===== config.mk =====
export PLATFORM = sky130hd
export DESIGN_NAME = tcdq_mul
export DESIGN_NICKNAME = d
export VERILOG_FILES = /design/src/design/transform_coefficient_dequantizer_core_macros.svh /design/src/design/tcdq_pkg.sv /design/src/design/tcdq_mul.sv
export SDC_FILE = /design/constraint.sdc
export NUM_CORES = 1
export LEC_CHECK = 0
export BUFFER_PORTS_ARGS = -buffer_cell sky130_fd_sc_hd__buf_2
export CAP_MARGIN = 15
export CORE_ASPECT_RATIO = 1.5
export CORE_UTILIZATION = 60
export CTS_CLUSTER_SIZE = 25
export DETAILED_ROUTE_END_ITERATION = 10
export GPL_TIMING_DRIVEN = 0
export PLACE_DENSITY = 0.9
export SLEW_MARGIN = 30
export SYNTH_ARGS = -nofsm -noshare
export SYNTH_HDL_FRONTEND = slang
export SYNTH_SLANG_ARGS = --single-unit

===== constraint.sdc =====
create_clock -name clk -period 14 [get_ports clk]
set_clock_uncertainty 0.2 [all_clocks]
set_input_delay 2.8 -clock clk [delete_from_list [all_inputs] [get_ports clk]]
set_output_delay 2.8 -clock clk [all_outputs]
set_load 0.05 [all_outputs]

===== src/design/transform_coefficient_dequantizer_core_macros.svh =====
// Assertion macros shared by the dequantizer core.
`ifndef TRANSFORM_COEFFICIENT_DEQUANTIZER_CORE_MACROS_SVH
`define TRANSFORM_COEFFICIENT_DEQUANTIZER_CORE_MACROS_SVH

// Check cons in the same cycle whenever ante holds.
`define TCDQ_ASSERT_SAME(label, clk, rst_n, ante, cons, msg) \
	label: assert property (@(posedge clk) disable iff (!rst_n) (ante) |-> (cons)) \
		else $error(msg);

// Check cons in the cycle after ante holds.
`define TCDQ_ASSERT_NEXT(label, clk, rst_n, ante, cons, msg) \
	label: assert property (@(posedge clk) disable iff (!rst_n) (ante) |=> (cons)) \
		else $error(msg);

`endif


===== src/design/tcdq_pkg.sv =====
// Package: widths, constants, types and tables of the coefficient dequantizer.
package tcdq_pkg;

	localparam int CoeffW   = 16;
	localparam int ScaleW   = 8;
	localparam int QpInW    = 7;
	localparam int Log2W    = 3;
	localparam int ResW     = 21;
	localparam int QpW      = 7;
	localparam int CfgIdxW  = 3;
	localparam int CfgDataW = 6;

	localparam int BdW      = 5;
	localparam int RngW     = 5;
	localparam int OffW     = 6;
	localparam int SkipW    = 4;

	localparam int ExpW     = 5;
	localparam int RemW     = 3;
	localparam int ShiftW   = 6;
	localparam int DiffW    = 7;
	localparam int LvlW     = 7;
	localparam int LsW      = LvlW + ScaleW;
	localparam int ProdW    = 31;
	localparam int AccW     = 53;
	localparam int RshW     = 34;
	localparam int RshMax   = 32;

	localparam int QpMaxBase    = 63;
	localparam int ShiftBase    = 10;
	localparam int ActLumaAdj   = -5;
	localparam int ActChromaAdj = 1;
	localparam int TsMinBase    = 4;
	localparam int TsMinStep    = 6;
	localparam int QpPeriod     = 6;
	localparam int RngMax       = 20;
	localparam int Div6Mul      = 43;
	localparam int Div6Sh       = 8;
	localparam int Div6ProdW    = QpW + 6;

	localparam logic [CfgIdxW-1:0] CfgSampleBitDepth = 3'd0;
	localparam logic [CfgIdxW-1:0] CfgCoeffRangeLog2 = 3'd1;
	localparam logic [CfgIdxW-1:0] CfgQpDepthOffset  = 3'd2;
	localparam logic [CfgIdxW-1:0] CfgSkipMinQpCode  = 3'd3;
	localparam logic [CfgIdxW-1:0] CfgDepQuantEnable = 3'd4;

	typedef struct packed {
		logic [BdW-1:0]   sample_bit_depth;
		logic [RngW-1:0]  coeff_range_log2;
		logic [OffW-1:0]  qp_depth_offset;
		logic [SkipW-1:0] skip_min_qp_code;
		logic             dep_quant_enabled;
	} cfg_t;

	typedef struct packed {
		logic signed [CoeffW-1:0] coeff;
		logic [ScaleW-1:0]        scale_factor;
		logic signed [QpInW-1:0]  qp_in;
		logic                     is_chroma;
		logic                     transform_skip;
		logic                     act_enabled;
		logic [Log2W-1:0]         log2_width;
		logic [Log2W-1:0]         log2_height;
	} item_t;

	// qp stage to multiply stage
	typedef struct packed {
		logic                     valid;
		logic signed [CoeffW-1:0] coeff;
		logic [ScaleW-1:0]        scale_factor;
		logic [QpW-1:0]           qp_used;
		logic [ExpW-1:0]          expo;
		logic [RemW-1:0]          rem;
		logic                     rect;
		logic [ShiftW-1:0]        shift;
	} qp_bus_t;

	// multiply stage to rounding stage
	typedef struct packed {
		logic                    valid;
		logic signed [ProdW-1:0] prod;
		logic signed [DiffW-1:0] diff;
		logic [QpW-1:0]          qp_used;
	} mul_bus_t;

	typedef struct packed {
		logic                   valid;
		logic signed [ResW-1:0] scaled_coeff;
		logic [QpW-1:0]         qp_used;
	} res_t;

	function automatic logic [LvlW-1:0] lvl_scale(input logic rect, input logic [RemW-1:0] rem);
		logic [LvlW-1:0] v;
		case ({rect, rem})
			4'b0_000: v = 7'd40;
			4'b0_001: v = 7'd45;
			4'b0_010: v = 7'd51;
			4'b0_011: v = 7'd57;
			4'b0_100: v = 7'd64;
			4'b0_101: v = 7'd72;
			4'b1_000: v = 7'd57;
			4'b1_001: v = 7'd64;
			4'b1_010: v = 7'd72;
			4'b1_011: v = 7'd80;
			4'b1_100: v = 7'd90;
			4'b1_101: v = 7'd102;
			default:  v = '0;
		endcase
		return v;
	endfunction

	// Clip range above the output field saturates to the field.
	function automatic logic [RngW-1:0] clip_rng(input logic [RngW-1:0] crl);
		return (crl > RngW'(RngMax)) ? RngW'(RngMax) : crl;
	endfunction

endpackage


===== src/design/tcdq_mul.sv =====
// Stages 3-4: level-scale lookup, scale products and net shift.
module tcdq_mul
	import tcdq_pkg::*;
(
	input  logic     clk,
	input  logic     arst_n,
	input  logic     adv,
	input  qp_bus_t  qb,
	output mul_bus_t mb
);

	logic [LvlW-1:0]          lvl;
	logic                     v_s3;
	logic signed [CoeffW-1:0] coeff_s3;
	logic [LsW-1:0]           ls_s3;
	logic signed [DiffW-1:0]  diff_s3;
	logic [QpW-1:0]           qp_s3;

	logic signed [31:0]       prod_full;
	logic                     v_s4;
	logic signed [ProdW-1:0]  prod_s4;
	logic signed [DiffW-1:0]  diff_s4;
	logic [QpW-1:0]           qp_s4;

	assign lvl = lvl_scale(qb.rect, qb.rem);

	always_comb begin
		prod_full = $signed(coeff_s3) * $signed({1'b0, ls_s3});
	end

	always_ff @(posedge clk or negedge arst_n) begin
		if (!arst_n) begin
			v_s3 <= 1'b0;
			v_s4 <= 1'b0;
		end else if (adv) begin
			v_s3 <= qb.valid;
			v_s4 <= v_s3;
		end
	end

	always_ff @(posedge clk) begin
		if (adv) begin
			coeff_s3 <= qb.coeff;
			ls_s3    <= LsW'(lvl) * LsW'(qb.scale_factor);
			// rounding shift minus exponent of the level scale
			diff_s3  <= $signed({1'b0, qb.shift}) - $signed({2'b00, qb.expo});
			qp_s3    <= qb.qp_used;

			prod_s4  <= prod_full[ProdW-1:0];
			diff_s4  <= diff_s3;
			qp_s4    <= qp_s3;
		end
	end

	assign mb.valid   = v_s4;
	assign mb.prod    = prod_s4;
	assign mb.diff    = diff_s4;
	assign mb.qp_used = qp_s4;

endmodule


==> impl_results.md <==
- Run status: complete, no violations
- Xor/xnor share of the synthesized area: between 3 and 4%
- Synth Register Bits: 92
- Syn avg cell area: 10.1 µm²
- Global placement routability congestion: approximately 1
- Top delay family on crit path: adder cells
- Yosys top cell area share: a little under two fifths
- Critical path launch point: qb[8]
- GRT overflow: 0
- Clk Latency, worst-skew pair: between 300 and 400 ps
- HP Class: reg2reg
- Post-Synthesis Net Count: approximately 1800
- Core outline area: around 23000 µm²
- Clock sinks: between 90 and 100
- R2r worst-path depth: 21
- Sequential fraction of the synthesis area: between 10% and 20%
- Routed via count: approximately 10000
- Post-CTS setup buffer count: 0
- Synth cell types: a little under 50
- Routed WL: 32600 µm
- FMAX: ~0.13 GHz
- Starting Density: 61.4%
- Compound-gate portion of the synthesized area: approximately 5%
- Detailed placement HPWL: ~27000 µm
- CTS max path bufs: 2
- Critical-path top delay cell: fa_1
- CP cell instances: buf_2 > inv_1 > ha_1 > nand2_1 > o21ai_0 > o21ai_1 > nand2_1 > fa_1 > fa_1 > fa_1 > inv_1 > fa_1 > ha_1 > a21oi_1 > o21ai_0 > a41oi_1 > a21oi_1 > xnor2_1
- Adder-Cell Fraction of Synth Area: approximately 49%
- Proportion of layout cells with a drive suffix above 1: 8.37%
- Row cnt: about 70
- DR pass1 iterations: 8
- EDFF count, synth: 90
- Slew headroom: between 40% and 50%
- Post-cts sizing count: 0
- Worst path max stage delay: around 580 ps
- Synth area leaders: fa_1 (38%), edfxtp_1 (19%), ha_1 (11%)
- R2R setup slack: 6750 ps
- # Max-Cap Violations: 0
- Post-Syn Area: about 14000 µm²
- Io pins: between 90 and 100
- Worst path required time: 13920 ps
- WL per Instance: about 18 µm
- Post-Synthesis Cells: between 1000 and 1500
- FF-to-FF Start: ls_s3[7]
- Final period util: between 50 and 60%
- Tmin final: ~7500 ps
- Least-Margin Pin Slew: roughly 760 ps
- Hold_buf cts: 0
- Synth area leader: fa_1
- Cell with the most instances after synthesis: inv_1
- H-tree levels: 3
- Vias in the first global route: around 11000
- First-pass GRT wire length: about 54000 µm
- # setup viols final: 0
- Synth cell count leaders: inv_1 (346), fa_1 (271), nand2_1 (183)
- Largest family of logic cells by synthesized area: adder cells
- CTS Root Buffer Type: clkbuf_16
- Crit. path cell count: 18
- Number of buffers added on ports: 94
- Die Span X: ~130 µm
- Min-Delay Path Depth: 0
- Remaining DRCs: 0
- Gr usage total: between 20% and 30%
- RSZ-0062 raised after global routing: false
- CTS buffer count: 9
- Largest net degree at the start of global routing: between 50 and 60
- Worst hold start: qp_s3[2]
- Die area: roughly 24000 µm²
- CTS tree: built
- CP startpoint kind: primary input
- Initial antenna violation count: 1
- Reg clk slew, reported paths: 70 ps
- Final hold violation count: 0
- Simple logic cell fraction of the synthesized area: approximately an eighth
- Crit path kind: in2reg
- Asr flop ratio synth: under 10%
- DIE HEIGHT: ~190 µm
- Synthesis-to-finish area growth: 8.87%
- Final slew viol count: 0
- Routed Antenna Nets: 0
- Synth Flop Type: edfxtp_1
- Vias per inst: 5.49
- DR iter-0 viols: roughly 570
- Finished Layout Cells: 1822
- Nets: ~1900
- Critical Path AT: between 7000 and 8000 ps
- Most used cell, CP: fa_1
- Setup TNS: 0 ps
- Hold_ws: ~220 ps
- Post-Place Cells: between 1500 and 2000
- Worst-path fanout max: 8
- Mux cell area share after synthesis: 0.318%
- WP buf/inv: 3
- CP Capture Type: flop
- Synth Warn #: 0
cell usage in the layout, fill, tap and decap left out, types with 9 or more instances in the layout:
master     synthesis  final
a21o_1            14     14
a21oi_1           36     36
and2_1           137    137
buf_2              0     93
clkbuf_1          33     33
clkbuf_16          0      9
edfxtp_1          90     90
fa_1             271    271
ha_1             122    122
inv_1            346    346
nand2_1          183    183
nor2_1            13     13
o21ai_0           13     13
xnor2_1           36     36
xor2_1            17     17
layer usage:
layer | share of wire [%] | up-vias | track usage, % | wire, µm
met5 | 0 | - | 0 | 0
met4 | 7.5 | 0 | 21.1 | 2440
met3 | 5.0 | 152 | 4.53 | 1610
li1 | - | 4418 | - | -
met1 | 34 | 5070 | 31.1 | 11000
met2 | 54 | 359 | 54.6 | 17500
final timing paths:
path,endpoint
setup / recovery,ls_s3[14]
hold / removal,qp_s4[2]
setup reg to reg,prod_s4[28]
hold reg to reg,qp_s4[2]
max in group asynchronous,v_s3
min in group asynchronous,v_s4
cell families (layout without fill, tap and decap cells):
logic type      after synthesis  after routing
mux                           3              3
simple gates                369            369
other cells                   0              1
flops                        92             92
xor+xnor                     53             53
compound gates              105            105
fa+ha+maj                   393            393
buf+inv                     380            491
metrics by stage:
step	area [µm²]	util [%]	worst slack [ps]
floorplan	14200	-	6640
global placement	15000	65.1	6330
detailed placement	15100	65.3	6210
CTS	15400	66.8	6600
global route	15400	66.8	6160
finish	15400	66.8	6530
state kept, by name, indices dropped and copies added, names as in the netlist:
| signal | cells |
|---|---|
| prod_s4 | 31 |
| coeff_s3 | 16 |
| ls_s3 | 15 |
| diff_s3 | 7 |
| diff_s4 | 7 |
| qp_s3 | 7 |
| qp_s4 | 7 |
| v_s3 | 1 |
| v_s4 | 1 |
final cells by class:
cell class / count / area [µm²]
multi-input cells: 923 / 9970
flip-flops and latches: 92 / 2750
plain buffers: 34 / 131
repair buffers: 95 / 504
diodes: 1 / 2.50
inverters: 346 / 1300
well taps: 315 / 394
clock inverters: 6 / 116
clock buffers: 10 / 239
fillers: 1682 / 7640
Power is not shown: default switching activity piles up to over one toggle a cycle in this logic, so the estimate is an artifact.
