<file path="src/design/transform_coefficient_dequantizer_core_macros.svh">
// Assertion macros shared by the dequantizer core.
`ifndef TRANSFORM_COEFFICIENT_DEQUANTIZER_CORE_MACROS_SVH
`define TRANSFORM_COEFFICIENT_DEQUANTIZER_CORE_MACROS_SVH

// Check cons in the same cycle whenever ante holds.
`define TCDQ_ASSERT_SAME(label, clk, rst_n, ante, cons, msg) \
	label: assert property (@(posedge clk) disable iff (!rst_n) (ante) |-> (cons)) \
		else $error(msg);

// Check cons in the cycle after ante holds.
`define TCDQ_ASSERT_NEXT(label, clk, rst_n, ante, cons, msg) \
	label: assert property (@(posedge clk) disable iff (!rst_n) (ante) |=> (cons)) \
		else $error(msg);

`endif

</file>
<file path="src/design/tcdq_pkg.sv">
// Package: widths, constants, types and tables of the coefficient dequantizer.
package tcdq_pkg;

	localparam int CoeffW   = 16;
	localparam int ScaleW   = 8;
	localparam int QpInW    = 7;
	localparam int Log2W    = 3;
	localparam int ResW     = 21;
	localparam int QpW      = 7;
	localparam int CfgIdxW  = 3;
	localparam int CfgDataW = 6;

	localparam int BdW      = 5;
	localparam int RngW     = 5;
	localparam int OffW     = 6;
	localparam int SkipW    = 4;

	localparam int ExpW     = 5;
	localparam int RemW     = 3;
	localparam int ShiftW   = 6;
	localparam int DiffW    = 7;
	localparam int LvlW     = 7;
	localparam int LsW      = LvlW + ScaleW;
	localparam int ProdW    = 31;
	localparam int AccW     = 53;
	localparam int RshW     = 34;
	localparam int RshMax   = 32;

	localparam int QpMaxBase    = 63;
	localparam int ShiftBase    = 10;
	localparam int ActLumaAdj   = -5;
	localparam int ActChromaAdj = 1;
	localparam int TsMinBase    = 4;
	localparam int TsMinStep    = 6;
	localparam int QpPeriod     = 6;
	localparam int RngMax       = 20;
	localparam int Div6Mul      = 43;
	localparam int Div6Sh       = 8;
	localparam int Div6ProdW    = QpW + 6;

	localparam logic [CfgIdxW-1:0] CfgSampleBitDepth = 3'd0;
	localparam logic [CfgIdxW-1:0] CfgCoeffRangeLog2 = 3'd1;
	localparam logic [CfgIdxW-1:0] CfgQpDepthOffset  = 3'd2;
	localparam logic [CfgIdxW-1:0] CfgSkipMinQpCode  = 3'd3;
	localparam logic [CfgIdxW-1:0] CfgDepQuantEnable = 3'd4;

	typedef struct packed {
		logic [BdW-1:0]   sample_bit_depth;
		logic [RngW-1:0]  coeff_range_log2;
		logic [OffW-1:0]  qp_depth_offset;
		logic [SkipW-1:0] skip_min_qp_code;
		logic             dep_quant_enabled;
	} cfg_t;

	typedef struct packed {
		logic signed [CoeffW-1:0] coeff;
		logic [ScaleW-1:0]        scale_factor;
		logic signed [QpInW-1:0]  qp_in;
		logic                     is_chroma;
		logic                     transform_skip;
		logic                     act_enabled;
		logic [Log2W-1:0]         log2_width;
		logic [Log2W-1:0]         log2_height;
	} item_t;

	// qp stage to multiply stage
	typedef struct packed {
		logic                     valid;
		logic signed [CoeffW-1:0] coeff;
		logic [ScaleW-1:0]        scale_factor;
		logic [QpW-1:0]           qp_used;
		logic [ExpW-1:0]          expo;
		logic [RemW-1:0]          rem;
		logic                     rect;
		logic [ShiftW-1:0]        shift;
	} qp_bus_t;

	// multiply stage to rounding stage
	typedef struct packed {
		logic                    valid;
		logic signed [ProdW-1:0] prod;
		logic signed [DiffW-1:0] diff;
		logic [QpW-1:0]          qp_used;
	} mul_bus_t;

	typedef struct packed {
		logic                   valid;
		logic signed [ResW-1:0] scaled_coeff;
		logic [QpW-1:0]         qp_used;
	} res_t;

	function automatic logic [LvlW-1:0] lvl_scale(input logic rect, input logic [RemW-1:0] rem);
		logic [LvlW-1:0] v;
		case ({rect, rem})
			4'b0_000: v = 7'd40;
			4'b0_001: v = 7'd45;
			4'b0_010: v = 7'd51;
			4'b0_011: v = 7'd57;
			4'b0_100: v = 7'd64;
			4'b0_101: v = 7'd72;
			4'b1_000: v = 7'd57;
			4'b1_001: v = 7'd64;
			4'b1_010: v = 7'd72;
			4'b1_011: v = 7'd80;
			4'b1_100: v = 7'd90;
			4'b1_101: v = 7'd102;
			default:  v = '0;
		endcase
		return v;
	endfunction

	// Clip range above the output field saturates to the field.
	function automatic logic [RngW-1:0] clip_rng(input logic [RngW-1:0] crl);
		return (crl > RngW'(RngMax)) ? RngW'(RngMax) : crl;
	endfunction

endpackage

</file>
<file path="src/design/tcdq_round.sv">
// Stages 5-6: rounding shift and clip to the coefficient range; stage 6 is the output register.
module tcdq_round
	import tcdq_pkg::*;
(
	input  logic     clk,
	input  logic     arst_n,
	input  logic     adv,
	input  cfg_t     cfg,
	input  mul_bus_t mb,
	output res_t     res
);

	logic                   d_le0;
	logic [DiffW-1:0]       neg_d;
	logic [ExpW-1:0]        lsh;
	logic [ShiftW-1:0]      rsh_amt;
	logic [ShiftW-1:0]      rsh_m1;
	logic signed [AccW-1:0] m_wide;
	logic signed [AccW-1:0] shl;
	logic signed [RshW-1:0] m_mid;
	logic signed [RshW-1:0] rnd;
	logic signed [RshW-1:0] rsh;
	logic signed [AccW-1:0] val;

	logic                   v_s5;
	logic signed [AccW-1:0] acc_s5;
	logic [QpW-1:0]         qp_s5;

	logic [RngW-1:0]        rng;
	logic signed [AccW-1:0] hi;
	logic signed [AccW-1:0] lo;
	logic signed [AccW-1:0] clipped;

	logic                   v_s6;
	logic signed [ResW-1:0] scaled_s6;
	logic [QpW-1:0]         qp_s6;

	always_comb begin
		d_le0  = (mb.diff <= 0);
		neg_d  = DiffW'(-mb.diff);
		lsh    = neg_d[ExpW-1:0];
		m_wide = $signed({{(AccW-ProdW){mb.prod[ProdW-1]}}, mb.prod});
		shl    = m_wide <<< lsh;

		// past 32 the rounded result is 0 for any product
		if (mb.diff > $signed(DiffW'(RshMax))) begin
			rsh_amt = ShiftW'(RshMax);
		end else begin
			rsh_amt = mb.diff[ShiftW-1:0];
		end
		rsh_m1 = rsh_amt - 6'd1;
		m_mid  = $signed({{(RshW-ProdW){mb.prod[ProdW-1]}}, mb.prod});
		rnd    = $signed(RshW'(1) << rsh_m1);
		rsh    = (m_mid + rnd) >>> rsh_amt;

		if (d_le0) begin
			val = shl;
		end else begin
			val = $signed({{(AccW-RshW){rsh[RshW-1]}}, rsh});
		end
	end

	always_comb begin
		rng = clip_rng(cfg.coeff_range_log2);
		hi  = $signed(AccW'(1) << rng) - $signed(AccW'(1));
		lo  = -$signed(AccW'(1) << rng);
		if (acc_s5 < lo) begin
			clipped = lo;
		end else if (acc_s5 > hi) begin
			clipped = hi;
		end else begin
			clipped = acc_s5;
		end
	end

	always_ff @(posedge clk or negedge arst_n) begin
		if (!arst_n) begin
			v_s5 <= 1'b0;
			v_s6 <= 1'b0;
		end else if (adv) begin
			v_s5 <= mb.valid;
			v_s6 <= v_s5;
		end
	end

	always_ff @(posedge clk) begin
		if (adv) begin
			acc_s5    <= val;
			qp_s5     <= mb.qp_used;
			scaled_s6 <= clipped[ResW-1:0];
			qp_s6     <= qp_s5;
		end
	end

	assign res.valid        = v_s6;
	assign res.scaled_coeff = scaled_s6;
	assign res.qp_used      = qp_s6;

endmodule

</file>
<file path="config.mk">
export PLATFORM = sky130hd
export DESIGN_NAME = tcdq_round
export DESIGN_NICKNAME = d
export VERILOG_FILES = /design/src/design/transform_coefficient_dequantizer_core_macros.svh /design/src/design/tcdq_pkg.sv /design/src/design/tcdq_round.sv
export SDC_FILE = /design/constraint.sdc
export NUM_CORES = 1
export LEC_CHECK = 0
export BUFFER_PORTS_ARGS = -buffer_cell sky130_fd_sc_hd__buf_4
export CAP_MARGIN = 20
export CORE_UTILIZATION = 31
export CTS_CLUSTER_SIZE = 16
export DETAILED_ROUTE_END_ITERATION = 16
export SYNTH_ARGS = -nofsm -noshare
export SYNTH_HDL_FRONTEND = slang
export SYNTH_SLANG_ARGS = --single-unit
</file>
<file path="constraint.sdc">
create_clock -name clk -period 3.46 [get_ports clk]
set_clock_uncertainty 0.15 [all_clocks]
set_input_delay 0.346 -clock clk [delete_from_list [all_inputs] [get_ports clk]]
set_output_delay 0.346 -clock clk [all_outputs]
set_load 0.005 [all_outputs]
</file>
==> flow_metrics.py <==
metrics = {
    "run_status": {
        "status": "finished, violations left",
        "failed_checks": "negative setup slack",
    },
    "grt": {
        "grt_max_degree": 55,
        "antenna_found_initial": 0,
        "grt_pass1_vias": 16800,
        "track_usage_pct": 28.8,
        "grt.overflow.total": 0,
        "grt_pass1_wl_um": 98700,
    },
    "synth": {
        "seq_area_frac_synth_pct": 19.6,
        "synth_edf_count": 88,
        "synthCells": 1779,
        "ys.flop_type": "edfxtp_1",
        "synth_cell_types": 95,
        "syn-cell-area_um2": 13700,
        "synthArstFlopShare_pct": 2.22,
        "yosys_warnings": 0,
        "ys_ff_latch": 90,
        "postSynthAreaPerCell_um2": 7.71,
    },
    "layout": {
        "layout_commonest_cell": "buf_4",
        "diodes": 0,
        "drive_above_1_share_pct": 44.1,
        "finish.instance_area_um2": 21900,
        "seq_area_um2": 2690,
        "final_nets": 2583,
        "nFillCells": 4134,
        "final_core_util_pct": 50.6,
        "multiInputGateArea_um2": 12500,
        "stdcell_count": 2961,
        "layout_common_cells": "buf_4, nand2_1, nor2_1, ha_1, a21oi_1",
        "area_growth_pct": 59.9,
    },
    "drt": {
        "wirelength_um": 66500,
        "drt_pre_antenna_iters": 6,
        "via_count": 17300,
        "ant_nets": 0,
        "remaining_drc_errors": 0,
        "wire_per_inst_um": 22.4,
        "via_per_inst": 5.85,
        "drtIter0Drc": 1609,
    },
    "setup_path": {
        "worst_ep_required_time_ns": 3.44,
        "crit_fanout": 7,
        "critPathKind": "primary input to flop",
        "reg2regPathDepth": 15,
        "crit_slowest_cell": "or4b_4",
        "cp.arrival_ns": 4.63,
        "slowest_delay_ns": 0.50,
        "r2r_start": "acc_s5[1]",
        "cp_common_cell": "ha_4",
        "reg2reg_setup_slack_ns": -0.32,
        "end_kind": "flop",
        "worstSetupStartpoint": "mb[7]",
        "crit_chain": "buf_8 -> clkinv_8 -> ha_4 -> or4b_4 -> buf_12 -> a211oi_4 -> nand2_4 -> nor2_4 -> ha_4 -> a211o_1 -> a2111o_1 -> a21oi_4 -> or3b_4 -> xnor2_4 -> nor2_1 -> a221o_1 -> mux4_2 -> a22oi_2 -> o21ai_1",
        "startpoint_type": "primary input",
        "regToRegEndpoint": "scaled_s6[12]",
    },
    "sta": {
        "fmax_mhz": 215,
        "slew_viol_final": 0,
        "setup_ws_ns": -1.19,
        "hold_viol": 0,
        "rsz0062_at_grt": "true",
        "worst_pin_slew_ns": 0.838,
        "hold-worst-slack_ns": 0.0136,
        "timing.final.crit_share_pct": 134,
        "fin_setup_tns_ns": -65.21,
        "setup-violations-final": 74,
        "period_needed_ns": 4.65,
        "worst_slew_margin_rel_pct": 43.5,
    },
    "floorplan": {
        "pin_count": 99,
        "initial_core_util_pct": 31.6,
        "core_um2": 43400,
        "std_cell_rows": 76,
        "die_w_um": 212,
        "die_y_um": 212,
        "die_area_um2": 45100,
    },
    "cts": {
        "clock_sinks": 90,
        "cts_buffers": 9,
        "worstSkewPairLatency_ns": 0.37,
        "clock_tree.root_cell": "clkbuf_16",
        "h-tree-depth": 3,
        "cts_tree": "yes",
        "cts_buffer_depth": 2,
        "clkSlewWorstSetupHoldPaths_ns": 0.08,
    },
    "hold_path": {
        "min-delay-start": "mb[5]",
        "whs_endpoint": "qp_s5[5]",
        "min_path_cells": 1,
        "hp-class": "primary input to flop",
    },
    "place": {
        "dpl.cell_count": 2863,
        "place_area_um2": 18900,
        "place_congestion": 1.03,
        "hpwl_um": 51800,
        "port_buffers": 82,
        "post-place-ws_ns": -2.07,
    },
    "power": {
        "finalPower_mw": 5.91,
        "ir_worst_vdd_mv": 0.311,
        "power_density_nw_per_um2": 269,
        "p_leak_nw": 9.34,
    },
    "job": {
        "cap_violations": 0,
    },
}
cells in the mapped netlist (24+ instances only):
cell        n  area, um^2
nand4_1    36         225
ha_1      141        1760
mux2i_1    49         490
clkbuf_1   96         360
nor2_1    157         589
edfxtp_1   88        2640
o21ai_0   129         646
nor2b_1    37         231
nand2_1   190         713
nand3_1    53         265
nor3_1     50         250
o211ai_1   24         180
a211oi_1   49         368
inv_1      56         210
a21oi_1   142         711
a21o_1     47         353
metal layers:
metal	global-route usage (%)	wire length [um]
met2	47.7	30700
met3	2.87	4000
met1	36.0	27100
met5	0	0
met4	17.5	4620
sequential cells by signal, indices dropped and copies added, names as in the netlist:
register and flops:
qp_s5 7, qp_s6 7, scaled_s6 21, acc_s5 53, v_s6 1, v_s5 1
power breakdown:
part	switching (mW)	internal, mW
Clock	0.469	0.495
Combinational	1.85	1.58
Sequential	0.114	1.40
worst max-delay path, delay by kind of cell:
family                   cells  cell delay (ns)
AND/OR/NAND/NOR              5             1.23
AO/OA/AOI/OAI                7             1.72
multiplexers                 1             0.48
adder cells (fa/ha/maj)      2             0.34
XOR/XNOR                     1             0.19
buffers and inverters        3             0.32
repair_timing:
action | 4_1_cts | 5_1_grt
gates resized for setup | 269 | 193
setup buffers | 44 | 30
setup endpoints to repair | 74 | 74
hold buffers | 6 | 0
pin swaps | 111 | 110
endpoints found under the hold margin | 7 | 0
gates cloned | 7 | 1
worst max path at each step:
stage                       endpoint  slack [ns]  cells after the start
final                     acc_s5[12]       -1.19                     19
after global routing      acc_s5[12]       -1.31                     21
after CTS                 acc_s5[12]       -1.17                     19
after detailed placement   acc_s5[7]       -2.07                     23
after global placement     acc_s5[7]       -2.10                     23
after floorplan           acc_s5[12]       -1.78                     21
cells by family after synthesis:
group / after synthesis / synth area share [%]
muxes: 76 / 6.61
adders and majority gates: 142 / 13.0
other: 2 / 0.0547
AOI/OAI and AO/OA: 630 / 31.7
buffers and inverters: 179 / 5.17
DFF: 90 / 19.6
and+or+nand+nor: 630 / 21.9
xor gates and xnor gates: 30 / 1.97
final cells by class:
type,instances,share of cell area [%]
Clock buffer,9,1.03
Clock inverter,7,0.240
Inverter,57,1.15
Multi-Input combinational cell,1543,56.8
Sequential cell,90,12.3
Tap cell,585,3.34
Timing Repair Buffer,670,25.2
Power figures use the tool's default switching activity.
