==> config.mk <==
export PLATFORM = sky130hd
export DESIGN_NAME = tcdq_qp
export DESIGN_NICKNAME = d
export VERILOG_FILES = /design/src/design/transform_coefficient_dequantizer_core_macros.svh /design/src/design/tcdq_pkg.sv /design/src/design/tcdq_qp.sv
export SDC_FILE = /design/constraint.sdc
export NUM_CORES = 1
export LEC_CHECK = 0
export ABC_AREA = 1
export BUFFER_PORTS_ARGS = -buffer_cell sky130_fd_sc_hd__buf_4
export CAP_MARGIN = 15
export CORE_ASPECT_RATIO = 1.25
export CORE_MARGIN = 2
export CORE_UTILIZATION = 45
export DETAILED_ROUTE_END_ITERATION = 8
export GPL_TIMING_DRIVEN = 0
export PLACE_DENSITY = 0.71
export SKIP_LAST_GASP = 1
export SLEW_MARGIN = 20
export SYNTH_ARGS = -nofsm -noshare
export SYNTH_HDL_FRONTEND = slang
export SYNTH_SLANG_ARGS = --single-unit
==> constraint.sdc <==
create_clock -name clk -period 4.7 [get_ports clk]
set_clock_uncertainty 0.15 [all_clocks]
set_input_delay 0.235 -clock clk [delete_from_list [all_inputs] [get_ports clk]]
set_output_delay 0.235 -clock clk [all_outputs]
set_load 0.03 [all_outputs]
==> src/design/transform_coefficient_dequantizer_core_macros.svh <==
// Assertion macros shared by the dequantizer core.
`ifndef TRANSFORM_COEFFICIENT_DEQUANTIZER_CORE_MACROS_SVH
`define TRANSFORM_COEFFICIENT_DEQUANTIZER_CORE_MACROS_SVH

// Check cons in the same cycle whenever ante holds.
`define TCDQ_ASSERT_SAME(label, clk, rst_n, ante, cons, msg) \
	label: assert property (@(posedge clk) disable iff (!rst_n) (ante) |-> (cons)) \
		else $error(msg);

// Check cons in the cycle after ante holds.
`define TCDQ_ASSERT_NEXT(label, clk, rst_n, ante, cons, msg) \
	label: assert property (@(posedge clk) disable iff (!rst_n) (ante) |=> (cons)) \
		else $error(msg);

`endif

==> src/design/tcdq_pkg.sv <==
// Package: widths, constants, types and tables of the coefficient dequantizer.
package tcdq_pkg;

	localparam int CoeffW   = 16;
	localparam int ScaleW   = 8;
	localparam int QpInW    = 7;
	localparam int Log2W    = 3;
	localparam int ResW     = 21;
	localparam int QpW      = 7;
	localparam int CfgIdxW  = 3;
	localparam int CfgDataW = 6;

	localparam int BdW      = 5;
	localparam int RngW     = 5;
	localparam int OffW     = 6;
	localparam int SkipW    = 4;

	localparam int ExpW     = 5;
	localparam int RemW     = 3;
	localparam int ShiftW   = 6;
	localparam int DiffW    = 7;
	localparam int LvlW     = 7;
	localparam int LsW      = LvlW + ScaleW;
	localparam int ProdW    = 31;
	localparam int AccW     = 53;
	localparam int RshW     = 34;
	localparam int RshMax   = 32;

	localparam int QpMaxBase    = 63;
	localparam int ShiftBase    = 10;
	localparam int ActLumaAdj   = -5;
	localparam int ActChromaAdj = 1;
	localparam int TsMinBase    = 4;
	localparam int TsMinStep    = 6;
	localparam int QpPeriod     = 6;
	localparam int RngMax       = 20;
	localparam int Div6Mul      = 43;
	localparam int Div6Sh       = 8;
	localparam int Div6ProdW    = QpW + 6;

	localparam logic [CfgIdxW-1:0] CfgSampleBitDepth = 3'd0;
	localparam logic [CfgIdxW-1:0] CfgCoeffRangeLog2 = 3'd1;
	localparam logic [CfgIdxW-1:0] CfgQpDepthOffset  = 3'd2;
	localparam logic [CfgIdxW-1:0] CfgSkipMinQpCode  = 3'd3;
	localparam logic [CfgIdxW-1:0] CfgDepQuantEnable = 3'd4;

	typedef struct packed {
		logic [BdW-1:0]   sample_bit_depth;
		logic [RngW-1:0]  coeff_range_log2;
		logic [OffW-1:0]  qp_depth_offset;
		logic [SkipW-1:0] skip_min_qp_code;
		logic             dep_quant_enabled;
	} cfg_t;

	typedef struct packed {
		logic signed [CoeffW-1:0] coeff;
		logic [ScaleW-1:0]        scale_factor;
		logic signed [QpInW-1:0]  qp_in;
		logic                     is_chroma;
		logic                     transform_skip;
		logic                     act_enabled;
		logic [Log2W-1:0]         log2_width;
		logic [Log2W-1:0]         log2_height;
	} item_t;

	// qp stage to multiply stage
	typedef struct packed {
		logic                     valid;
		logic signed [CoeffW-1:0] coeff;
		logic [ScaleW-1:0]        scale_factor;
		logic [QpW-1:0]           qp_used;
		logic [ExpW-1:0]          expo;
		logic [RemW-1:0]          rem;
		logic                     rect;
		logic [ShiftW-1:0]        shift;
	} qp_bus_t;

	// multiply stage to rounding stage
	typedef struct packed {
		logic                    valid;
		logic signed [ProdW-1:0] prod;
		logic signed [DiffW-1:0] diff;
		logic [QpW-1:0]          qp_used;
	} mul_bus_t;

	typedef struct packed {
		logic                   valid;
		logic signed [ResW-1:0] scaled_coeff;
		logic [QpW-1:0]         qp_used;
	} res_t;

	function automatic logic [LvlW-1:0] lvl_scale(input logic rect, input logic [RemW-1:0] rem);
		logic [LvlW-1:0] v;
		case ({rect, rem})
			4'b0_000: v = 7'd40;
			4'b0_001: v = 7'd45;
			4'b0_010: v = 7'd51;
			4'b0_011: v = 7'd57;
			4'b0_100: v = 7'd64;
			4'b0_101: v = 7'd72;
			4'b1_000: v = 7'd57;
			4'b1_001: v = 7'd64;
			4'b1_010: v = 7'd72;
			4'b1_011: v = 7'd80;
			4'b1_100: v = 7'd90;
			4'b1_101: v = 7'd102;
			default:  v = '0;
		endcase
		return v;
	endfunction

	// Clip range above the output field saturates to the field.
	function automatic logic [RngW-1:0] clip_rng(input logic [RngW-1:0] crl);
		return (crl > RngW'(RngMax)) ? RngW'(RngMax) : crl;
	endfunction

endpackage

==> src/design/tcdq_qp.sv <==
// Stages 1-2: effective qp, clipping, shift, and qp split into exponent and remainder.
module tcdq_qp
	import tcdq_pkg::*;
(
	input  logic    clk,
	input  logic    arst_n,
	input  logic    adv,
	input  cfg_t    cfg,
	input  logic    in_valid,
	input  item_t   item,
	output qp_bus_t bus
);

	logic signed [7:0]  qp_base;
	logic signed [7:0]  qp_adj;
	logic [QpW-1:0]     qmax;
	logic [QpW-1:0]     qmin;
	logic [QpW-1:0]     qp_cl;
	logic [Log2W:0]     sum;
	logic               rect;
	logic signed [7:0]  sh_raw;
	logic [ShiftW-1:0]  shift;
	logic [QpW-1:0]     q;

	logic                     v_s1;
	logic signed [CoeffW-1:0] coeff_s1;
	logic [ScaleW-1:0]        scale_s1;
	logic [QpW-1:0]           qp_s1;
	logic [QpW-1:0]           q_s1;
	logic                     rect_s1;
	logic [ShiftW-1:0]        shift_s1;

	logic [Div6ProdW-1:0] div_prod;
	logic [ExpW-1:0]      expo;
	logic [QpW-1:0]       rem_full;

	logic                     v_s2;
	logic signed [CoeffW-1:0] coeff_s2;
	logic [ScaleW-1:0]        scale_s2;
	logic [QpW-1:0]           qp_s2;
	logic [ExpW-1:0]          expo_s2;
	logic [RemW-1:0]          rem_s2;
	logic                     rect_s2;
	logic [ShiftW-1:0]        shift_s2;

	always_comb begin
		qp_base = $signed({item.qp_in[QpInW-1], item.qp_in});
		if (!item.is_chroma) begin
			qp_base = qp_base + $signed({2'b00, cfg.qp_depth_offset});
		end
		qp_adj = qp_base;
		if (item.act_enabled) begin
			if (item.is_chroma) begin
				qp_adj = qp_base + $signed(8'(ActChromaAdj));
			end else begin
				qp_adj = qp_base + $signed(8'(ActLumaAdj));
			end
		end

		qmax = QpW'(QpMaxBase) + {1'b0, cfg.qp_depth_offset};
		if (item.transform_skip) begin
			qmin = QpW'(TsMinBase) + QpW'(TsMinStep) * {3'b000, cfg.skip_min_qp_code};
		end else begin
			qmin = '0;
		end

		// lower bound wins when the bounds cross
		if (qp_adj < $signed({1'b0, qmin})) begin
			qp_cl = qmin;
		end else if (qp_adj > $signed({1'b0, qmax})) begin
			qp_cl = qmax;
		end else begin
			qp_cl = qp_adj[QpW-1:0];
		end

		sum  = {1'b0, item.log2_width} + {1'b0, item.log2_height};
		rect = !item.transform_skip && sum[0];

		sh_raw = $signed({3'b000, cfg.sample_bit_depth}) + $signed({7'b0, rect})
			+ $signed({5'b0, sum[Log2W:1]}) + $signed(8'(ShiftBase))
			- $signed({3'b000, cfg.coeff_range_log2}) + $signed({7'b0, cfg.dep_quant_enabled});
		if (item.transform_skip) begin
			shift = ShiftW'(ShiftBase);
		end else if (sh_raw < 0) begin
			shift = '0;
		end else begin
			shift = sh_raw[ShiftW-1:0];
		end

		q = qp_cl + {6'b0, cfg.dep_quant_enabled && !item.transform_skip};
	end

	always_ff @(posedge clk or negedge arst_n) begin
		if (!arst_n) begin
			v_s1 <= 1'b0;
			v_s2 <= 1'b0;
		end else if (adv) begin
			v_s1 <= in_valid;
			v_s2 <= v_s1;
		end
	end

	// q div 6 by reciprocal multiply, exact over the 7-bit range
	always_comb begin
		div_prod = Div6ProdW'(q_s1) * Div6ProdW'(Div6Mul);
		expo     = div_prod[Div6Sh +: ExpW];
		rem_full = q_s1 - QpW'(expo) * QpW'(QpPeriod);
	end

	always_ff @(posedge clk) begin
		if (adv) begin
			coeff_s1 <= item.coeff;
			scale_s1 <= item.scale_factor;
			qp_s1    <= qp_cl;
			q_s1     <= q;
			rect_s1  <= rect;
			shift_s1 <= shift;

			coeff_s2 <= coeff_s1;
			scale_s2 <= scale_s1;
			qp_s2    <= qp_s1;
			expo_s2  <= expo;
			rem_s2   <= rem_full[RemW-1:0];
			rect_s2  <= rect_s1;
			shift_s2 <= shift_s1;
		end
	end

	assign bus.valid        = v_s2;
	assign bus.coeff        = coeff_s2;
	assign bus.scale_factor = scale_s2;
	assign bus.qp_used      = qp_s2;
	assign bus.expo         = expo_s2;
	assign bus.rem          = rem_s2;
	assign bus.rect         = rect_s2;
	assign bus.shift        = shift_s2;

endmodule

==> results.md <==
* Outcome: completed
* Via count at roughly 4200
* Avg Cell Area, Syn at around 11 sq um
* Power per Cell Area at approximately 450 mW/mm^2
* Final #Nets at 843
* Synth Flop Type: edfxtp_1
* Static Leak at about 0.0036 uW
* Gr usage total at 0.171
* Seq/Total Area, Yosys at 0.476
* Crit path kind: input port to register
* Final instance area at roughly 0.0075 sq mm
* Port Buffers at 110
* DRC viols at 0
* Post-synth EDFFs at 91
* Overall die height at 131 microns
* Initial antenna violation count at 0
* Post-route setup TNS at 0 ns
* Placed insts at 820
* Peak VDD IR at 336 uV
* Post-synth top cells: edfxtp_1, inv_1, nand2_1
* Clock sink total at 93
* Fin worst setup slack at 0.347 ns
* CP max stage delay at 0.45 ns
* CTS buffer count at 9
* Fin. max-slew vios at 0
* Wirelength per Cell at 13.5 microns
* HPWL Detailed at 8490 microns
* CTS HTree Levels at 3
* Critical-path top delay cell: fa_1
* Core Region at 0.0127 sq mm
* Final setup vio count at 0
* Final Cycle Share at 0.926
* Final Hold Vio Count at 0
* MaxCap Viol Count at 0
* Worst slew pin tran at just over 0.8 ns
* Number of global-route vias before repair at 4175
* Buffer levels on the longest clock path at 2
* Clock transition at the registers of the reported paths at 0.06 ns
* Routed vias/inst at around 4.8
* Max Clk Rate at 230 MHz
* Cell area after synthesis at 0.00584 sq mm
* WP data arrival at roughly 4.3 ns
* Total power at ~3300 uW
* Largest cells by area after synthesis: edfxtp_1, ha_1, inv_1, nand2_1, fa_1
* Netlist cell types at 41
* Area after DPL at 0.00688 sq mm
* Initial Utilization at 0.462
* Type of origin of the critical path: input port
* Routability cong. at 0.833
* Post-Layout Cell Count at between 800 and 900
* Total Die Area at between 0.01 and 0.015 sq mm
* Synth Instances at between 500 and 600
* Largest net degree at the start of global routing at 96
* Root buf cell: clkbuf_16
* Crit Path Max Fanout at 9
* Dpl ws at -0.211 ns
* Ant diodes at 0
* Area Overhead vs Synth at 28.3%
* Antenna Violating Nets Remaining at 0
* Seq cells post-synth at 93
* Total nets after synthesis at 693
* Ports at approximately 110
* Post-synth ARST share at 0.0215
* Yosys warning count at 0
* Crit end category: register
* Worst EP required at 4.64 ns
* Most used cell along the critical path: nand2_1
* Drt first pass iters at 5
* Final Routed Wirelength at about 12000 microns
* Yosys top cell area share at 0.468
* Yosys top cell by area: edfxtp_1
* CTS tree: done
* Skew-Pair Late Insertion Delay at approximately 0.34 ns
* Hold WC Path Type: input port to asynchronous set/reset pin
* GR Overflow Total at 0
* Layout cells sized above 1 at 0.268
* Slew Limit Headroom at 0.450
* # rows at 46
* Min Tclk post-route at 4.35 ns
* Die width at around 110 microns
* Global-route wire length before repair at about 19000 microns
* Drt first-iter violations at roughly 160
## worst max-delay path: cells and delay by family
kind	cells	cell delay, ns
AOI/OAI and AO/OA	5	0.81
buffers and inverters	5	0.42
adders and majority gates	6	1.83
and+or+nand+nor	13	1.00
## metal layers
layer  GRT usage  wire (microns)
met4      0.0775             403
met1       0.186            4570
met5           0               0
met2       0.323            6220
met3      0.0243             464
## layout make-up
class,instances,area [sq um]
fillers,1036,5160
flip-flops and latches,93,2780
multi-input cells,346,2680
repair buffers,139,1110
inverters,97,374
clock buffers,9,225
well taps,168,210
clock inverters,7,72.6
plain buffers,6,41.3
## path summary, 6_finish.rpt
path | slack, ns | cells after the start | to | start
min reg2reg | 0.27 | 0 | shift_s2[0] | shift_s1[0]
min in group clk | 0.20 | 4 | shift_s1[0] | cfg[0]
max reg2reg | 0.71 | 13 | rem_s2[2] | q_s1[2]
max in group asynchronous | 4.23 | 2 | v_s2 | arst_n
min | 0.09 | 2 | v_s1 | arst_n
max | 0.35 | 29 | q_s1[6] | cfg[5]
## placed cells by master, fill, tap and decap left out, types with 2 or more instances in the layout
cell / Yosys / layout
xor2_1: 12 / 12
nor3_1: 6 / 5
inv_2: 4 / 4
or2_1: 3 / 3
clkbuf_16: 0 / 9
nand3b_1: 3 / 3
nand3_1: 24 / 24
edfxtp_1: 91 / 91
or2_2: 3 / 3
nand3_2: 10 / 10
a21o_1: 3 / 3
nand2_1: 86 / 86
inv_6: 0 / 2
inv_1: 91 / 91
dfrtp_1: 2 / 2
buf_4: 3 / 115
xnor2_1: 9 / 9
buf_6: 1 / 2
ha_1: 71 / 70
o21ai_1: 4 / 3
a21oi_1: 21 / 20
nor2_4: 3 / 3
o21bai_1: 2 / 2
nand4_1: 2 / 2
o21ai_2: 3 / 5
fa_1: 15 / 15
nand2_2: 13 / 13
dlygate4sd3_1: 0 / 26
clkbuf_1: 2 / 2
nand2_4: 6 / 6
nor2_1: 32 / 32
o21ai_0: 5 / 4
## per-stage QoR
| step | hold slack (ns) | utilization |
|---|---|---|
| global route | 0.0732 | 0.592 |
| floorplan | -0.211 | - |
| finish | 0.0875 | 0.592 |
| global placement | -0.134 | 0.543 |
| CTS | 0.0654 | 0.587 |
| detailed placement | -0.131 | 0.543 |
## registers in the layout, indices dropped and copies added, names as in the netlist
register,cells
coeff_s2,16
shift_s1,6
qp_s2,7
v_s1,1
rect_s2,1
q_s1,7
qp_s1,7
scale_s1,8
scale_s2,8
rect_s1,1
expo_s2,5
coeff_s1,16
v_s2,1
shift_s2,6
rem_s2,3
## power by group
group	switching, uW	internal [uW]
clock network	298	414
logic	855	618
registers	49.3	1120
total	1200	2150
## logic make-up after synthesis
group / share of synthesized area
AND/OR/NAND/NOR: 0.173
buffers and inverters: 0.0711
flip-flops: 0.476
XOR/XNOR: 0.0315
AO/OA/AOI/OAI: 0.0450
adder cells (fa/ha/maj): 0.203
## what timing repair did
action	in CTS	in global routing
hold buffers	26	0
buffers inserted	0	3
resized for setup	0	9
hold endpoints to repair	27	0
setup endpoints to repair	0	3
No activity file was read; power rests on OpenSTA's default activity.
